**src/hw/rtl/dtoi_pkg.sv**
```systemverilog
// ----------------------------------------------------------------------------
// dtoi_pkg
// Shared types and codes for the decimal text to integer converter.
// ----------------------------------------------------------------------------
package dtoi_pkg;

   // result status codes
   localparam logic [1:0] STATUS_OK     = 2'd0;
   localparam logic [1:0] STATUS_SYNTAX = 2'd1;
   localparam logic [1:0] STATUS_RANGE  = 2'd2;

   // width_mode codes, anything else acts as 64 bits
   localparam logic [1:0] WIDTH_16 = 2'd0;
   localparam logic [1:0] WIDTH_32 = 2'd1;
   localparam logic [1:0] WIDTH_64 = 2'd2;

   // register indexes, taken from paddr[2]
   localparam logic REG_WIDTH_MODE  = 1'b0;
   localparam logic REG_SIGNED_MODE = 1'b1;

   localparam int unsigned CSR_ADDR_W = 3;
   localparam int unsigned CSR_DATA_W = 32;

   typedef struct packed {
      logic [1:0] width_mode;
      logic       signed_mode;
   } cfg_type;

endpackage

```
**src/hw/rtl/dtoi_if.sv**
```systemverilog
// ----------------------------------------------------------------------------
// dtoi channel interfaces
// Valid/ready channels for text bytes in and conversion results out.
// ----------------------------------------------------------------------------
interface dtoi_req_if;
   logic       valid;
   logic       ready;
   logic [7:0] text_byte;

   modport source (output valid, output text_byte, input ready);
   modport sink   (input valid, input text_byte, output ready);
endinterface

interface dtoi_rsp_if;
   logic        valid;
   logic        ready;
   logic [1:0]  status;
   logic [63:0] value;

   modport source (output valid, output status, output value, input ready);
   modport sink   (input valid, input status, input value, output ready);
endinterface

```
**src/hw/rtl/dtoi_csr.sv**
```systemverilog
// ----------------------------------------------------------------------------
// dtoi_csr
// APB-style register file holding width_mode and signed_mode.
// ----------------------------------------------------------------------------
module dtoi_csr (
   input  logic                              clock,
   input  logic                              reset,
   input  logic                              csr_psel,
   input  logic                              csr_penable,
   input  logic                              csr_pwrite,
   input  logic [dtoi_pkg::CSR_ADDR_W-1:0]   csr_paddr,
   input  logic [dtoi_pkg::CSR_DATA_W-1:0]   csr_pwdata,
   output logic [dtoi_pkg::CSR_DATA_W-1:0]   csr_prdata,
   output logic                              csr_pready,
   output dtoi_pkg::cfg_type                 cfg
);

   logic [1:0] width_mode_ff;
   logic [1:0] width_mode_in;
   logic       signed_mode_ff;
   logic       signed_mode_in;
   logic       wr_en;
   logic       reg_sel;

   assign csr_pready = 1'b1;
   assign wr_en      = csr_psel && csr_penable && csr_pwrite;
   assign reg_sel    = csr_paddr[2];

   always_comb begin
      width_mode_in  = width_mode_ff;
      signed_mode_in = signed_mode_ff;
      if (wr_en) begin
         if (reg_sel == dtoi_pkg::REG_WIDTH_MODE) begin
            width_mode_in = csr_pwdata[1:0];
         end else begin
            signed_mode_in = csr_pwdata[0];
         end
      end
   end

   always_ff @(posedge clock) begin
      if (reset) begin
         width_mode_ff  <= dtoi_pkg::WIDTH_32;
         signed_mode_ff <= 1'b1;
      end else begin
         width_mode_ff  <= width_mode_in;
         signed_mode_ff <= signed_mode_in;
      end
   end

   always_comb begin
      if (reg_sel == dtoi_pkg::REG_WIDTH_MODE) begin
         csr_prdata = {{(dtoi_pkg::CSR_DATA_W-2){1'b0}}, width_mode_ff};
      end else begin
         csr_prdata = {{(dtoi_pkg::CSR_DATA_W-1){1'b0}}, signed_mode_ff};
      end
   end

   assign cfg.width_mode  = width_mode_ff;
   assign cfg.signed_mode = signed_mode_ff;

endmodule

```
**src/hw/rtl/dtoi_core.sv**
```systemverilog
// ----------------------------------------------------------------------------
// dtoi_core
// Input byte register, parse state and result register of the converter.
// ----------------------------------------------------------------------------
module dtoi_core (
   input  logic              clock,
   input  logic              reset,
   input  dtoi_pkg::cfg_type cfg,
   dtoi_req_if.sink          req_chan,
   dtoi_rsp_if.source        rsp_chan
);

   typedef enum logic [2:0] {
      PH_LEAD,
      PH_SIGN,
      PH_DIGITS,
      PH_TRAIL,
      PH_ERROR
   } phase_type;

   phase_type   phase_ff, phase_in;
   logic [63:0] acc_ff, acc_in;
   logic        neg_ff, neg_in;
   logic [1:0]  err_ff, err_in;
   logic        in_valid_ff, in_valid_in;
   logic [7:0]  in_byte_ff, in_byte_in;
   logic        out_valid_ff, out_valid_in;
   logic [1:0]  out_status_ff, out_status_in;
   logic [63:0] out_value_ff, out_value_in;

   logic        is_nul;
   logic        is_ws;
   logic        is_digit;
   logic        proc;
   logic [3:0]  digit;
   logic [67:0] next_mag;
   logic [63:0] lim;
   logic        fits;
   logic        neg_eff;
   logic        over;

   assign is_nul   = (in_byte_ff == 8'h00);
   assign is_ws    = (in_byte_ff == 8'h20) || (in_byte_ff inside {[8'h09:8'h0D]});
   assign is_digit = in_byte_ff inside {[8'h30:8'h39]};
   assign digit    = in_byte_ff[3:0];

   // a NUL needs the result register free, other bytes never wait
   assign proc = in_valid_ff && (!is_nul || !out_valid_ff || rsp_chan.ready);
   assign req_chan.ready = !in_valid_ff || proc;

   always_comb begin
      case (cfg.width_mode)
         dtoi_pkg::WIDTH_16: lim = cfg.signed_mode ? 64'h8000 : 64'hFFFF;
         dtoi_pkg::WIDTH_32: lim = cfg.signed_mode ? 64'h8000_0000 : 64'hFFFF_FFFF;
         default:            lim = cfg.signed_mode ? 64'h8000_0000_0000_0000 : '1;
      endcase
   end

   // acc*10 + d as shift-add, checked against the limit in full width
   assign next_mag = {3'b000, acc_ff, 1'b0} + {1'b0, acc_ff, 3'b000} + {64'd0, digit};
   assign fits     = (next_mag <= {4'd0, lim});

   assign neg_eff = cfg.signed_mode && neg_ff;
   assign over    = (acc_ff > lim) || (cfg.signed_mode && !neg_eff && (acc_ff == lim));

   always_comb begin
      phase_in      = phase_ff;
      acc_in        = acc_ff;
      neg_in        = neg_ff;
      err_in        = err_ff;
      out_status_in = out_status_ff;
      out_value_in  = out_value_ff;
      in_valid_in   = in_valid_ff;
      in_byte_in    = in_byte_ff;
      out_valid_in  = out_valid_ff && !rsp_chan.ready;

      if (proc) begin
         in_valid_in = 1'b0;
      end
      if (req_chan.valid && req_chan.ready) begin
         in_valid_in = 1'b1;
         in_byte_in  = req_chan.text_byte;
      end

      if (proc) begin
         if (is_nul) begin
            out_valid_in = 1'b1;
            out_value_in = '0;
            case (phase_ff)
               PH_ERROR: out_status_in = err_ff;
               PH_LEAD, PH_SIGN: out_status_in = dtoi_pkg::STATUS_SYNTAX;
               default: begin
                  if (over) begin
                     out_status_in = dtoi_pkg::STATUS_RANGE;
                  end else begin
                     out_status_in = dtoi_pkg::STATUS_OK;
                     out_value_in  = neg_eff ? (64'd0 - acc_ff) : acc_ff;
                  end
               end
            endcase
            phase_in = PH_LEAD;
            acc_in   = '0;
            neg_in   = 1'b0;
            err_in   = dtoi_pkg::STATUS_OK;
         end else begin
            case (phase_ff)
               PH_LEAD, PH_SIGN, PH_DIGITS: begin
                  if (is_digit) begin
                     if (fits) begin
                        acc_in   = next_mag[63:0];
                        phase_in = PH_DIGITS;
                     end else begin
                        phase_in = PH_ERROR;
                        err_in   = dtoi_pkg::STATUS_RANGE;
                     end
                  end else if (phase_ff == PH_LEAD && is_ws) begin
                     phase_in = PH_LEAD;
                  end else if (phase_ff == PH_LEAD && in_byte_ff == 8'h2D
                               && cfg.signed_mode) begin
                     neg_in   = 1'b1;
                     phase_in = PH_SIGN;
                  end else if (phase_ff == PH_LEAD && in_byte_ff == 8'h2B) begin
                     phase_in = PH_SIGN;
                  end else if (phase_ff == PH_DIGITS && is_ws) begin
                     phase_in = PH_TRAIL;
                  end else begin
                     phase_in = PH_ERROR;
                     err_in   = dtoi_pkg::STATUS_SYNTAX;
                  end
               end
               PH_TRAIL: begin
                  if (!is_ws) begin
                     phase_in = PH_ERROR;
                     err_in   = dtoi_pkg::STATUS_SYNTAX;
                  end
               end
               default: phase_in = phase_ff;
            endcase
         end
      end
   end

   always_ff @(posedge clock) begin
      if (reset) begin
         phase_ff     <= PH_LEAD;
         acc_ff       <= '0;
         neg_ff       <= 1'b0;
         err_ff       <= dtoi_pkg::STATUS_OK;
         in_valid_ff  <= 1'b0;
         out_valid_ff <= 1'b0;
      end else begin
         phase_ff     <= phase_in;
         acc_ff       <= acc_in;
         neg_ff       <= neg_in;
         err_ff       <= err_in;
         in_valid_ff  <= in_valid_in;
         out_valid_ff <= out_valid_in;
      end
      in_byte_ff    <= in_byte_in;
      out_status_ff <= out_status_in;
      out_value_ff  <= out_value_in;
   end

   assign rsp_chan.valid  = out_valid_ff;
   assign rsp_chan.status = out_status_ff;
   assign rsp_chan.value  = out_value_ff;

endmodule

```
**src/hw/rtl/decimal_text_to_integer.sv**
```systemverilog
// ----------------------------------------------------------------------------
// decimal_text_to_integer
// Streams ASCII text bytes and returns one parsed integer per string.
// ----------------------------------------------------------------------------
// Usage:
//   req_chan carries one text byte per item; a zero byte ends the string.
//   rsp_chan carries one item per string: status (ok, syntax or range
//   error) and the value, sign-extended in signed mode, zero unless ok.
//   The csr_ port sets width_mode (16/32/64 bits) and signed_mode; write
//   it only while no string is in flight.
// Timing:
//   one byte is taken every cycle unless a zero byte waits for the result
//   register; each byte passes the input register and is parsed from it in
//   the next cycle, a waiting zero byte once the slot frees; the terminating
//   byte then sets the result register, which holds the result item. The
//   per-byte logic is the multiply-by-ten shift-add and its compare to the limit.
// Reset:
//   synchronous; the parser returns to the leading whitespace phase, both
//   registers go to 32-bit signed, and no result is pending.
// Stall:
//   while a result waits on rsp_chan.ready, bytes other than a zero keep
//   flowing; a second zero byte holds req_chan.ready low until the slot frees.
// ----------------------------------------------------------------------------
module decimal_text_to_integer (
   input  logic                              clock,
   input  logic                              reset,
   dtoi_req_if.sink                          req_chan,
   dtoi_rsp_if.source                        rsp_chan,
   input  logic                              csr_psel,
   input  logic                              csr_penable,
   input  logic                              csr_pwrite,
   input  logic [dtoi_pkg::CSR_ADDR_W-1:0]   csr_paddr,
   input  logic [dtoi_pkg::CSR_DATA_W-1:0]   csr_pwdata,
   output logic [dtoi_pkg::CSR_DATA_W-1:0]   csr_prdata,
   output logic                              csr_pready
);

   dtoi_pkg::cfg_type cfg;

   dtoi_csr u_csr (
      .clock       (clock),
      .reset       (reset),
      .csr_psel    (csr_psel),
      .csr_penable (csr_penable),
      .csr_pwrite  (csr_pwrite),
      .csr_paddr   (csr_paddr),
      .csr_pwdata  (csr_pwdata),
      .csr_prdata  (csr_prdata),
      .csr_pready  (csr_pready),
      .cfg         (cfg)
   );

   dtoi_core u_core (
      .clock    (clock),
      .reset    (reset),
      .cfg      (cfg),
      .req_chan (req_chan),
      .rsp_chan (rsp_chan)
   );

endmodule

```
**src/flat_wrapper.sv**
```systemverilog
// flat-port wrapper written by rule: the top's interface ports become plain ports
module decimal_text_to_integer_flat 
  (clock, reset, csr_psel, csr_penable, csr_pwrite, csr_paddr, csr_pwdata, csr_prdata, csr_pready, req_chan_valid, req_chan_text_byte, req_chan_ready, rsp_chan_valid, rsp_chan_status, rsp_chan_value, rsp_chan_ready);
  dtoi_req_if req_chan_i ();
  dtoi_rsp_if rsp_chan_i ();
  input  logic clock;
  input  logic reset;
  input  logic csr_psel;
  input  logic csr_penable;
  input  logic csr_pwrite;
  input  logic [dtoi_pkg::CSR_ADDR_W-1:0] csr_paddr;
  input  logic [dtoi_pkg::CSR_DATA_W-1:0] csr_pwdata;
  output logic [dtoi_pkg::CSR_DATA_W-1:0] csr_prdata;
  output logic csr_pready;
  input wire logic [$bits(req_chan_i.valid)-1:0] req_chan_valid;
  input wire logic [$bits(req_chan_i.text_byte)-1:0] req_chan_text_byte;
  output wire logic [$bits(req_chan_i.ready)-1:0] req_chan_ready;
  output wire logic [$bits(rsp_chan_i.valid)-1:0] rsp_chan_valid;
  output wire logic [$bits(rsp_chan_i.status)-1:0] rsp_chan_status;
  output wire logic [$bits(rsp_chan_i.value)-1:0] rsp_chan_value;
  input wire logic [$bits(rsp_chan_i.ready)-1:0] rsp_chan_ready;
  assign req_chan_i.valid = req_chan_valid;
  assign req_chan_i.text_byte = req_chan_text_byte;
  assign req_chan_ready = req_chan_i.ready;
  assign rsp_chan_valid = rsp_chan_i.valid;
  assign rsp_chan_status = rsp_chan_i.status;
  assign rsp_chan_value = rsp_chan_i.value;
  assign rsp_chan_i.ready = rsp_chan_ready;
  decimal_text_to_integer u_core (.clock(clock), .reset(reset), .req_chan(req_chan_i), .rsp_chan(rsp_chan_i), .csr_psel(csr_psel), .csr_penable(csr_penable), .csr_pwrite(csr_pwrite), .csr_paddr(csr_paddr), .csr_pwdata(csr_pwdata), .csr_prdata(csr_prdata), .csr_pready(csr_pready));
endmodule
```
**config.mk**
```make
export PLATFORM = sky130hd
export DESIGN_NAME = decimal_text_to_integer_flat
export DESIGN_NICKNAME = d
export VERILOG_FILES = /design/src/hw/rtl/dtoi_pkg.sv /design/src/hw/rtl/dtoi_if.sv /design/src/hw/rtl/dtoi_csr.sv /design/src/hw/rtl/dtoi_core.sv /design/src/hw/rtl/decimal_text_to_integer.sv /design/src/flat_wrapper.sv
export SDC_FILE = /design/constraint.sdc
export NUM_CORES = 1
export LEC_CHECK = 0
export BUFFER_PORTS_ARGS = -buffer_cell sky130_fd_sc_hd__buf_2
export CAP_MARGIN = 5
export CELL_PAD_IN_SITES_DETAIL_PLACEMENT = 2
export CELL_PAD_IN_SITES_GLOBAL_PLACEMENT = 2
export CORE_ASPECT_RATIO = 1.75
export CORE_MARGIN = 2
export CORE_UTILIZATION = 30
export DETAILED_ROUTE_END_ITERATION = 10
export PLACE_DENSITY = 0.65
export SETUP_SLACK_MARGIN = 0.3
export SLEW_MARGIN = 10
export SYNTH_ARGS = -nofsm -noshare
export SYNTH_HDL_FRONTEND = slang
export SYNTH_SLANG_ARGS = --single-unit
```
**constraint.sdc**
```tcl
create_clock -name clock -period 6.45 [get_ports clock]
set_input_delay 0.645 -clock clock [delete_from_list [all_inputs] [get_ports clock]]
set_output_delay 0.645 -clock clock [all_outputs]
set_load 0.05 [all_outputs]
```
==> impl_summary.md, run 1 <==
Run status
The flow ran to the end, and the final reports show no timing, DRC or antenna violations.

Synth
The number of synthesized flops with an enable pin is 74. The synthesized design contains around 150 register bits. The complex-gate fraction of the synthesized area is 24.7%. Ranked by total cell area, the synthesized netlist is headed by ha_1 21%, edfxtp_1 14%, dfxtp_1 9.7%.

Synthesis produced around 1800 cells. After Yosys synthesis, and, or, nand and nor cells account for 18.0% of the synthesized area. The portion of netlist area occupied by mux cells is 0.470%.

Summed over all instances, the cell type with the most area after synthesis is ha_1. After Yosys synthesis, XOR and XNOR cells account for 6.70% of the synthesized area. The netlist area before placement is approximately 15000 µm². Yosys printed 0 warnings. After synthesis, the mean cell area works out to approximately 8.5 µm². The flip-flop cell with the highest count after synthesis is dfxtp_1. The share of synthesized area in the top cell type comes to 20.8%. After synthesis, the largest family of logic cells by area is compound AO/OA/AOI/OAI gates.

After synthesis, flip-flops and latches occupy 24.1% of the total area. Synthesis instantiated 78 different standard cells from the library. The adder and majority gate portion of the synthesized area is between 20% and 30%.

After synthesis, the share of flip-flops with an asynchronous set or reset is 0%.

Pwr
Power spread over the standard cell area amounts to 125 nW/µm². Overall power consumption after layout is estimated at 2.38 mW. Summed over all cells, the static leakage comes to 8.81 nW. IR analysis of the VDD net gives a maximum drop of 153 µV.

Place
Port buffering added 87 buffers. The half-perimeter wire length after detailed placement is about 51 mm. At the placement stage, the worst setup path has a slack of -0.249 ns. The global placer's final weighted congestion is 0.860.

Detailed routing
The count of nets left with antenna violations once routing finished came out at 0. For this block, the routed nets add up to just under 70 mm of wire. The number of violations reported at the end of detailed-routing iteration 0 is 509. The ratio of routed vias to standard cells is 5.69. Dividing the detail-routed wire length by the instance count gives approximately 25 µm. In the routed design, unresolved DRC markers number 0. The first detailed-routing pass ran for 5 iterations.

Detailed routing inserted a total of 15400 vias.

Setup path
The category of the most critical setup path is flop to flop. Broken down by cell family, the worst path's largest delay share belongs to compound AO/OA/AOI/OAI gates. The worst setup path is launched from a flop. The critical path data arrival time is 6.59 ns.

STA classifies the critical path endpoint as a flop. The number of buffers and inverters on the critical path is 8. In this design, the stage delay of the slowest critical-path cell is 0.60 ns. The cell that appears most often on the critical path is buf_4. The beginning of the worst register-to-register path is u_core.u_core.in_byte_ff[3]$_DFFE_PP_. The slowest stage cell on the critical path is fa_2. Data on the critical path is required at its endpoint by 6.83 ns. The maximum net fanout on the critical path is 5.

The most critical setup path has its startpoint at u_core.u_core.in_byte_ff[3]$_DFFE_PP_.

STA
The final hold violation count is 0. The total negative slack for setup checks is 0 ns. Setup violations remaining at the end of the flow were counted as 0. The clock period minus final worst setup slack is approximately 6.2 ns. The number of slew-limit violations in the final report is 0. The tightest hold path in the finished design has a slack of ~0.33 ns. The maximum clock frequency is roughly 0.16 GHz. Setup repair after global routing could not meet its margin everywhere. At the pin with the least slew margin, the transition time is ~1.2 ns. In the post-route analysis, the smallest setup slack over all paths is 0.236 ns. The worst slew margin relative to its limit is between 10% and 20%. The worst path uses 96.3% of the clock period. Clock skew on the completed layout was measured at ~0.027 ns.

CTS
The number of CTS-inserted buffers is 17. The total clock sinks is 149. The later-pin clock latency in the skew report is 0.49 ns. After clock tree synthesis, the clock-pin slew on the worst setup and hold paths is ~0.08 ns. The clock tree from TritonCTS is done. No sink is reached through more buffers than the 2 on the longest clock path.

The H-tree depth reported by CTS is 4. The cell sitting at the root of the clock tree is a clkbuf_16.

Layout
Cells with a size suffix above 1 make up 23.7% of the layout. Cells fill a little under two fifths of the core in the end. The net count reported at finish is 2334. The relative area change from synthesis to final layout is 23.9%. The filler cell count is between 5000 and 6000.

GRT
The total overflow reported by the global router is 0. The via count of the first global-routing pass was 17000. The wire length of the first global-routing pass is 101 mm. Entering global routing, the biggest net connects 78 pins. Global routing used 24.9% of the available tracks. The number of antenna violations at the first check in global routing came to 0.

Floorplan
The count of pins on the block boundary is 151. The vertical extent of the die is just over 300 µm. The die outline width is 175 µm.

Once the floorplan was initialized, standard cells occupied 30.2% of the core. The core region is 51100 µm². The die area is 53300 µm². The floorplan has 110 rows.

Hold path
The worst hold path begins at req_chan_text_byte[0]. The path class of the lowest-slack min-delay path is input port to flop.

Job
The max-cap violation count is 0.
[worst paths after layout]
kind                                                         endpoint  slack (ns)  cells past startpoint
worst max-delay path             u_core.u_core.err_ff[1]$_SDFFE_PP0P_        0.24                     28
worst min-delay path            u_core.u_core.in_byte_ff[0]$_DFFE_PP_        0.33                      1
worst max register to register   u_core.u_core.err_ff[1]$_SDFFE_PP0P_        0.24                     28
worst min register to register  u_core.u_core.acc_ff[13]$_SDFFE_PP0P_        0.54                      2
[sequential cells by signal, summed over array words and instances (netlist names)]
signal	flops
u_core.u_csr.signed_mode_ff	1
u_core.u_core.rsp_chan.status	2
u_core.u_core.rsp_chan.value	64
u_core.u_core.rsp_chan.valid	1
u_core.u_core.in_byte_ff	8
u_core.u_csr.width_mode_ff	2
u_core.u_core.err_ff	2
u_core.u_core.phase_ff	3
u_core.u_core.acc_ff	64
u_core.u_core.neg_ff	1
u_core.u_core.in_valid_ff	1
[kinds of logic (layout without fill, tap and decap cells)]
group	after synthesis	count (layout)
multiplexers	7	7
AND/OR/NAND/NOR	571	571
flip-flops	149	149
AO/OA/AOI/OAI	560	560
adder cells (fa/ha/maj)	258	258
buffers and inverters	152	345
other	2	32
XOR/XNOR	118	118
[per-layer routing]
layer  part of all wire, %  track usage (%)
met5                     0                0
met4                   6.2             14.9
met3                   2.0             1.74
met2                    57             50.3
met1                    35             23.9
[synthesized netlist by cell type (all sizes together), types with 10 or more instances]
master	count
o21a	15
clkbuf	65
o211ai	76
o31ai	18
nand2b	13
a21o	64
buf	52
and3	11
ha	256
a21oi	216
dfxtp	75
nor4	21
nand4	51
nor2	158
inv	35
nor3	37
nand3	83
nand2	137
edfxtp	74
xnor2	60
a31oi	12
o21ai	88
xor2	58
and4	10
[layout make-up]
class | instances | area (µm²) | area share [%]
antenna | 1 | 2.50 | 0.0131
clock buffer | 20 | 447 | 2.34
clock inverter | 12 | 168 | 0.877
inverter | 35 | 133 | 0.694
multi-input combinational | 1545 | 11600 | 60.9
sequential | 149 | 3750 | 19.6
tap | 672 | 841 | 4.40
timing repair buffer | 278 | 2140 | 11.2
[cell usage in the layout, fill, tap and decap left out, types with 59 or more instances in the layout]
master,Yosys,routed
nor2_1,157,154
o21ai_0,80,70
o211ai_2,59,59
dfxtp_1,75,60
nand3_1,83,81
ha_1,256,244
nand2_1,137,128
buf_2,11,87
a21oi_1,216,201
buf_4,31,167
edfxtp_1,74,74
a21o_1,64,64
[through the flow]
stage | cell area (µm²) | cells
6_report | 19100 | 2712
5_1_grt | 19100 | 2711
4_1_cts | 18400 | 2686
3_5_place_dp | 17400 | 2635
3_3_place_gp | 17400 | 2635
2_1_floorplan | 15500 | 1846
[where the power goes]
part | switching, mW | total (mW) | internal, mW
sequential | 0.00757 | 0.997 | 0.990
clock | 0.505 | 1.13 | 0.628
combinational | 0.182 | 0.252 | 0.0705
total | 0.695 | 2.38 | 1.69
[worst reg2reg max path, delay by kind of cell, from the launching register on]
family                   cells  cell delay (ns)
AO/OA/AOI/OAI                8             1.61
AND/OR/NAND/NOR              8             1.43
adder cells (fa/ha/maj)      3             1.33
buffers and inverters        8             1.12
flip-flops                   1             0.44
XOR/XNOR                     1             0.18
[repair_timing]
action | CTS | global route
hold buffers | 0 | 0
buffers inserted | 16 | 18
setup endpoints to repair | 68 | 68
endpoints found under the hold margin | 0 | 0
gates resized for setup | 62 | 73
gates cloned | 3 | 7
pin swaps | 25 | 37
(Power assumes the default switching activity.)
==> run 2, diff against run 1 <==
PLACE_DENSITY = unset   (was 0.65)
PLACE_DENSITY_LB_ADDON = 0.1   (was unset)
SETUP_SLACK_MARGIN = unset   (was 0.3)
SYNTH_HIERARCHICAL = 1   (was unset)
==> run 2 against run 1 <==
  * The run now ends with setup timing left
  * Routed wire length rose by 4.0%
  * Power fell by 5.0%
  * Utilization rose by 2.3 points
  * Largest cell class unchanged
  * Largest power group unchanged
==> impl_summary.md, run 2 <==
Pwr
The combinational cell fraction of total power is 8.0% (-2.6 points). The power density of the placed cells is 113 nW/µm² (-9.7%). The fraction of power spent switching nets came to 28.3% (-0.88 points).

The internal cell power came to 1.62 mW (-3.8%). The leakage power summed over all cells is 9.30 nW (+5.5%). The power share of the sequential group came to 44.2% (+2.4 points). The net switching power is 640 µW (-7.8%).

The worst IR drop on VDD is 159 µV (+3.9%). The clock share of power was 47.8% (+0.2 points).

STA
The final hold violation count is 0 (unchanged). The total negative slack for setup checks is -5.94 ns (-5.94 ns). The transition time of the tightest slew-check pin is 0.975 ns (-0.214 ns). The final critical-path share of the clock period came to 102% (+6.1 points). The number of failing setup endpoints in the final timing report is 59 (+59). The worst slew margin relative to its limit came to 35.0% (+15 points).

The final worst hold slack is 0.372 ns (+0.0424 ns). Setup repair after global routing could not meet its margin everywhere. The number of slew-limit violations in the final report is 0 (unchanged). The setup slack after layout is -0.160 ns (-0.396 ns).

The clock period minus final worst setup slack is 6.61 ns (+0.396 ns). The maximum clock frequency is 0.151 GHz (-6.0%). The final worst clock skew is 0.0190 ns (-0.00806 ns).

Synth
The proportion of netlist area held by the largest area contributor is 20.8% (about the same). The number of synthesized flops with an enable pin is 74 (unchanged). The distinct cell type count after synthesis was 86 (+10%). The largest area contributor in the synthesized netlist is ha_1.

The most frequent cell after synthesis is ha_1. The flip-flop cell with the highest count after synthesis is dfxtp_1. The mean cell area of the mapped netlist is 8.42 µm² (-0.81%).

The synthesized netlist cell count is 1831 (+0.77%). The netlist area before placement came to 15400 µm² (about the same). The number of warnings reported in the yosys synthesis log is 6 (+6). Sorting the synthesized cells by how often they occur yields 256 x ha_1, 203 x a21oi_1, 164 x nand2_1, 106 x nor2_1, 91 x nor3_1. The async set-reset flop share out of synthesis came to 0% (unchanged). Yosys attributes the largest share of cell area to ha_1 21%, edfxtp_1 14%, dfxtp_1 9.7%. The register bit total from synthesis came to 149 (unchanged).

The sequential fraction of the synthesis area came to 24.1% (about the same).

GRT
The number of antenna violations at the first check in global routing was 0 (unchanged). The via count of the first global-routing pass is 18000 (+5.6%). The total overflow reported by the global router is 0 (unchanged). The pin count of the biggest net entering global routing is 60 (-23%).

The wire length of the first global-routing pass is 108 mm (+6.1%). The total global routing track utilization is 26.7% (+1.7 points).

Floorplan
The vertical extent of the die is 304 µm (about the same). The die area is 53300 µm² (about the same). The count of pins on the block boundary is 151 (unchanged).

The die outline width is 175 µm (about the same). The total number of placement rows is 109 (-0.91%). The initial core utilization is 30.5% (+0.26 points). The area of the placeable core is 50600 µm² (-0.91%).

Layout
Compared with the post-synthesis result, the final layout area differs by 30.5%. The design area is 20100 µm² (+5.2%). The antenna diode count is 0 (-1). The area of the multi-input gates came to 11500 µm² (-1.1%). The net count reported at finish is 2500 (+7.1%). The most common cell after layout, fill and taps aside is buf_4. The top cell types in the final layout, fill and taps aside, are 315 x buf_4, 253 x ha_1, 178 x a21oi_1, 159 x nand2_1, 105 x nor2_1.

The number of standard cells in the final layout excluding fillers came to 2871 (+5.9%). The final cell utilization of the core is 39.8% (+2.3 points). The filler cell count came to 5748 (+0.58%). The share of layout cells above drive strength 1 is 25.9% (+2.1 points). The sequential cell area is 3720 µm² (-0.73%).

Setup path
The sort of element at the start of the critical path is a flop. The largest incremental delay on the critical path is 0.59 ns (about the same). The cell family contributing the most delay on the critical path is simple AND/OR/NAND/NOR gates.

The slowest stage cell on the critical path is fa_2. The sort of element at the end of the critical path is a flop. The critical path data arrival time is 6.91 ns (+0.32 ns). The category of the most critical setup path is flop to flop. The maximum net fanout on the critical path is 6 (+1). The worst path required time is 6.76 ns (-0.07 ns). The worst path buffer plus inverter count is 8 (unchanged).

Place
The total instance count after detailed placement came to 2812 (+6.7%). The port buffer count is 87 (unchanged). The placed cell area was 18700 µm² (+7.4%).

The half-perimeter wire length after detailed placement is 57.4 mm (+12%). The global placer's final weighted congestion is 0.932 (+8.3%).

Detailed routing
The total number of vias came to 15900 (+2.8%). The wire length after detailed routing came to 71.1 mm (+4.0%). The detailed-routing iteration count for the pre-antenna-repair pass is 4 (-1).

The DRC violation count after routing came to 0 (unchanged). The remaining antenna violation count after routing is 0 (unchanged). The number of violations reported at the end of detailed-routing iteration 0 came to 527 (+3.5%).

The ratio of routed vias to standard cells came to 5.53 (-2.9%). The wire length per cell after detailed routing is 24.8 µm (-1.7%).

Run status
The final reports fail on setup timing. The flow ran to the end, but the final reports show violations.

CTS
TritonCTS built the clock tree. The clock slew at the register clock pins of the worst setup and hold paths is 0.07 ns (about the same). The maximum number of buffers from clock root to sink came to 2 (unchanged).

The H-tree depth reported by CTS was 4 (unchanged). The later-pin clock latency in the skew report is 0.47 ns (-0.02 ns). The total clock sinks is 149 (unchanged). The number of CTS-inserted buffers is 17 (unchanged). The tree is rooted in a clkbuf_16.

Job
The max-cap violation count is 0 (unchanged).

Hold path
The path class of the lowest-slack min-delay path is input port to flop.
## run 2: cell count changes in the layout (fill, tap and decap cells not counted), sizes merged, moves of 11 or more
cell	delta
buf	+155
nand3b	+58
o211ai	-57
nand3	-54
nor3	+54
nor2	-52
nand2	+27
nand4	+11
## run 2: cells by family (layout without fill, tap and decap cells)
family	Yosys count	after routing	synth area share, %
DFF	149	149	24.1
other	2	31	0.0487
adders and majority gates	258	258	21.0
xor gates and xnor gates	119	119	6.76
muxes	11	11	0.747
AOI/OAI and AO/OA	499	499	20.8
buffers and inverters	158	503	5.06
and+or+nand+nor	635	635	21.4
## run 2: cell type report
type	instances	share of cell area, %
Clock buffer	18	2.13
Timing Repair Buffer	431	16.5
Inverter	40	0.752
Multi-Input combinational cell	1553	57.2
Clock inverter	14	0.815
Sequential cell	149	18.5
Tap cell	666	4.14
## run 2: path summary, 6_finish.rpt
path | slack, ns | to | from | depth (start not counted)
hold / removal | 0.37 | u_core/u_core/in_byte_ff[2]$_DFFE_PP_ | req_chan_text_byte[2] | 1
setup / recovery | -0.16 | u_core/u_core/acc_ff[30]$_SDFFE_PP0P_ | u_core/u_core/in_byte_ff[3]$_DFFE_PP_ | 29
setup reg to reg | -0.16 | u_core/u_core/acc_ff[30]$_SDFFE_PP0P_ | u_core/u_core/in_byte_ff[3]$_DFFE_PP_ | 29
hold reg to reg | 0.53 | u_core/u_core/err_ff[0]$_SDFFE_PP0P_ | u_core/u_core/err_ff[0]$_SDFFE_PP0P_ | 2
## run 2: worst reg2reg max path: cells and delay by family, from the launching register on
kind,cells,cell delay (ns)
and+or+nand+nor,8,1.80
DFF,1,0.44
muxes,1,0.17
buffers and inverters,8,1.22
AOI/OAI and AO/OA,9,1.54
adders and majority gates,3,1.28
## run 2: routing by layer
metal	track usage, %	vias to the layer above	routed length, µm
li1	-	7516	-
met1	25.2	7949	24600
met2	54.2	267	40900
met3	2.02	135	1290
met4	15.8	0	4330
met5	0	-	0
## run 2: repair_timing
action,CTS,global route
gates resized for setup,70,44
setup endpoints to repair,66,66
pin swaps,47,20
hold buffers,0,0
setup buffers,21,5
cloned,4,3
## run 2: power groups by stage
stage          clock, mW  combinational [mW]  sequential (mW)
6_report            1.08               0.181             1.00
5_1_grt             1.14               0.195             1.00
4_1_cts             1.11               0.179             1.00
3_5_place_dp           0               0.170             1.02
3_3_place_gp           0               0.164             1.02
2_1_floorplan          0               0.131             1.02
## run 2: through the flow
stage,power [mW],worst slack [ns]
after global placement,1.19,-0.532
after detailed placement,1.19,-0.654
after CTS,2.29,-0.189
after global routing,2.33,-0.374
final,2.26,-0.160
after floorplan,1.15,0.361
==> run 3, diff against run 2 <==
BUFFER_PORTS_ARGS = -buffer_cell sky130_fd_sc_hd__buf_4   (was -buffer_cell sky130_fd_sc_hd__buf_2)
CORE_UTILIZATION = 37   (was 30)
GPL_TIMING_DRIVEN = 0   (was unset)
==> run 3 against run 2 <==
  * The run still ends with setup timing left
  * Count of clock-buffer cells in the layout up 2
  * Flip-flop and latch count unchanged
  * Final area down 4.2%
  * Clock power down 6%
  * Combinational power up 18%
  * Global-route usage up 6.5 points
  * Utilization up 6.8 points
  * Cell count down 9.7%
  * Sequential share of layout area up 1.2 points
  * Critical endpoint is now u_core/u_core/acc_ff[3]$_SDFFE_PP0P_
  * Largest cell class unchanged
  * Highest routed layer unchanged
==> impl_summary.md, run 3 (synthesis gave the netlist of run 2 again) <==
Run status
The flow ran to the end, but the final reports show violations. The final reports fail on setup timing.

Layout
The design area is 19300 µm² (-4.2%). The antenna diode count is 0 (unchanged). The filler cell count is 4617 (-20%).

Leaving out fill and tap cells, the most frequent cells in the layout are 247 x ha_1, 170 x buf_4, 159 x a21oi_1, 157 x nand2_1, 103 x nor2_1. The most common cell after layout, fill and taps aside is ha_1. The area growth from synthesis to layout is 25.0%. The share of layout cells above drive strength 1 came to 21.3% (-4.5 points). The net count reported at finish is 2333 (-6.7%).

The final cell utilization of the core is 46.6% (+6.8 points).

Floorplan
The die area was 43400 µm² (-19%). The count of pins on the block boundary came to 151 (unchanged). The initial core utilization is 37.3% (+6.8 points). The vertical extent of the die was 274 µm (-9.8%). The die outline width was 158 µm (-9.7%). The total number of placement rows is 99 (-9.2%). The area of the placeable core is 41400 µm² (-18%).

STA
The maximum clock frequency was 0.148 GHz (-2.0%). The final hold violation count came to 0 (unchanged). The clock period minus final worst setup slack came to 6.74 ns (+0.135 ns). The final worst clock skew came to 0.0176 ns (-0.00136 ns). The worst slew margin relative to its limit is 29.1% (-5.9 points). The setup slack after layout is -0.295 ns (-0.135 ns). The transition time of the tightest slew-check pin is 1.05 ns (+0.0793 ns). The final critical-path share of the clock period was 105% (+2.1 points). The number of failing setup endpoints in the final timing report was 64 (+8.5%). The number of slew-limit violations in the final report is 0 (unchanged). Setup repair after global routing could not meet its margin everywhere. The final worst hold slack was 0.367 ns (-0.00438 ns).

Setup path
The flop-to-flop setup slack is -0.29 ns (-0.14 ns). Traced cell by cell, the critical path runs through ha_1 -> ha_1 -> a21oi_1 -> o21ai_0 -> a21oi_2 -> nand2_1 -> a221o_2 -> o21ai_4 -> o221ai_4 -> xor2_2 -> ha_1 -> nand4_1 -> nor2_1 -> a221oi_2 -> buf_4 -> and4b_1 -> a31oi_4 -> or4b_4 -> a2111oi_4 -> buf_6 -> buf_6 -> buf_12 -> mux2_4 -> nor2_1. The number of gates on the worst path with buffers counted was 24 (-17%).

In this design, the largest share of critical-path delay is due to compound AO/OA/AOI/OAI gates. In this run the critical register-to-register path is launched from u_core/u_core/acc_ff[9]$_SDFFE_PP0P_. The setup path with the least slack is of type flop to flop. The worst path required time is 6.83 ns (+0.07 ns). The number of cells on the worst reg-to-reg path was 24 (-17%).

The largest incremental delay on the critical path was 0.54 ns (-0.05 ns). The launching element of the worst setup path is u_core/u_core/acc_ff[9]$_SDFFE_PP0P_. The most prevalent standard cell on the critical path is ha_1.

The termination of the worst setup path is u_core/u_core/acc_ff[3]$_SDFFE_PP0P_. The capturing point of the worst reg2reg path is u_core/u_core/acc_ff[3]$_SDFFE_PP0P_. The sort of element at the start of the critical path is a flop. STA classifies the critical path endpoint as a flop. The critical path data arrival time came to 7.12 ns (+0.21 ns). The worst path buffer plus inverter count is 4 (-4).

The slowest stage cell on the critical path is or4b_4. The maximum net fanout on the critical path is 7 (+1).

Detailed routing
The wire length per cell after detailed routing was 28.3 µm (+14%). The detailed-routed wire length on met2 came to 39.5 mm (-3.5%). The remaining antenna violation count after routing was 0 (unchanged). The wire length after detailed routing is 73.4 mm (+3.2%). The DRC violation count after routing is 0 (unchanged).

The detailed-routing iteration count for the pre-antenna-repair pass was 5 (+1). The total number of vias is 15800 (-0.20%). The routed wire length on met3 is 1.99 mm (+55%). The number of violations reported at the end of detailed-routing iteration 0 is 677 (+28%). The ratio of routed vias to standard cells is 6.11 (+10%). Routed signal wires occupy layers up through met4. The routed length on met1 is 24.5 mm (-0.39%).

Hold path
The path class of the lowest-slack min-delay path is input port to flop.

Job
The max-cap violation count is 0 (unchanged).

Pwr
The power density of the placed cells was 116 nW/µm² (+2.8%). The leakage power summed over all cells is 8.40 nW (-9.7%). The worst IR drop on VDD came to 104 µV (-35%).

GRT
The total overflow reported by the global router came to 0 (unchanged). The total global routing track utilization is 33.1% (+6.5 points). The pin count of the biggest net entering global routing is 75 (+25%). The number of antenna violations at the first check in global routing came to 0 (unchanged). The via count of the first global-routing pass is 17300 (-3.7%). The wire length of the first global-routing pass is 106 mm (-1.4%).

CTS
The number of CTS-inserted buffers is 17 (unchanged). The H-tree depth reported by CTS is 4 (unchanged). The total of hold buffers inserted after clock tree synthesis is 0 (unchanged). The maximum number of buffers from clock root to sink is 2 (unchanged). TritonCTS built the clock tree.

The clock slew at the register clock pins of the worst setup and hold paths is 0.07 ns (about the same). The later-pin clock latency in the skew report was 0.46 ns (about the same). Clock tree synthesis selected as its root buffer the cell clkbuf_16.

The total clock sinks came to 149 (unchanged).

Place
The global placer's final weighted congestion is 0.938 (+0.60%). The placed cell area came to 16900 µm² (-9.3%). The port buffer count was 87 (unchanged). The half-perimeter wire length after detailed placement is 55.5 mm (-3.3%).
run 3: cell types whose count changed in the layout (fill, tap and decap cells not counted), moves of 6 or more:
cell      previous run  this run
buf_4              315       170
buf_2               87         4
clkbuf_1             1        53
dfxtp_1             74        30
dfxtp_2              1        37
a21oi_1            178       159
a21oi_2             32        48
dfxtp_4              0         8
buf_6               10         4
clkbuf_8             0         6
ha_1               253       247
run 3: metrics by stage:
| step | worst slack, ns | power (mW) | setup TNS [ns] | cells |
|---|---|---|---|---|
| 5_1_grt | -0.406 | 2.30 | -19.14 | 2593 |
| 6_report | -0.295 | 2.23 | -15.33 | 2593 |
| 4_1_cts | -0.0811 | 2.23 | -1.71 | 2576 |
| 3_3_place_gp | -2.93 | 1.20 | -260.64 | 2502 |
| 2_1_floorplan | 0.361 | 1.15 | 0 | 1860 |
| 3_5_place_dp | -2.99 | 1.21 | -197.51 | 2503 |
run 3: worst min path at each step:
stage	startpoint	slack (ns)	cells after the start	to
global placement	u_core/u_core/err_ff[0]$_SDFFE_PP0P_	0.50	2	u_core/u_core/err_ff[0]$_SDFFE_PP0P_
floorplan	u_core/u_core/err_ff[1]$_SDFFE_PP0P_	0.47	2	u_core/u_core/err_ff[1]$_SDFFE_PP0P_
global route	req_chan_text_byte[4]	0.36	1	u_core/u_core/in_byte_ff[4]$_DFFE_PP_
finish	req_chan_text_byte[7]	0.37	1	u_core/u_core/in_byte_ff[7]$_DFFE_PP_
detailed placement	u_core/u_core/err_ff[0]$_SDFFE_PP0P_	0.51	2	u_core/u_core/err_ff[0]$_SDFFE_PP0P_
CTS	req_chan_text_byte[7]	0.35	1	u_core/u_core/in_byte_ff[7]$_DFFE_PP_
run 3: timing repair:
action / in CTS / in global routing
pin swaps: 56 / 27
endpoints found under the setup margin: 128 / 89
resized for setup: 199 / 69
buffers inserted: 42 / 16
gates cloned: 6 / 4
run 3: power breakdown:
| group | internal [mW] | switching (mW) | leakage (nW) | total, mW |
|---|---|---|---|---|
| clock network | 0.580 | 0.441 | 0.281 | 1.02 |
| logic | 0.0690 | 0.145 | 6.74 | 0.214 |
| registers | 0.989 | 0.00699 | 1.37 | 0.996 |
| total | 1.64 | 0.593 | 8.40 | 2.23 |
run 3: layout make-up:
class                      instances  area, µm²  area share [%]
timing repair buffer             156       1430            7.42
multi-input combinational       1553      11900            61.6
buffer                           108        738            3.83
clock buffer                      20        447            2.32
inverter                          40        155           0.805
sequential                       149       3800            19.7
tap                              555        694            3.60
clock inverter                    12        129           0.668
run 3: per-layer routing:
layer,global-route usage [%],vias to the layer above
met2,62.8,411
li1,-,7196
met4,28.1,0
met5,0,-
met3,3.84,251
met1,30.7,7977
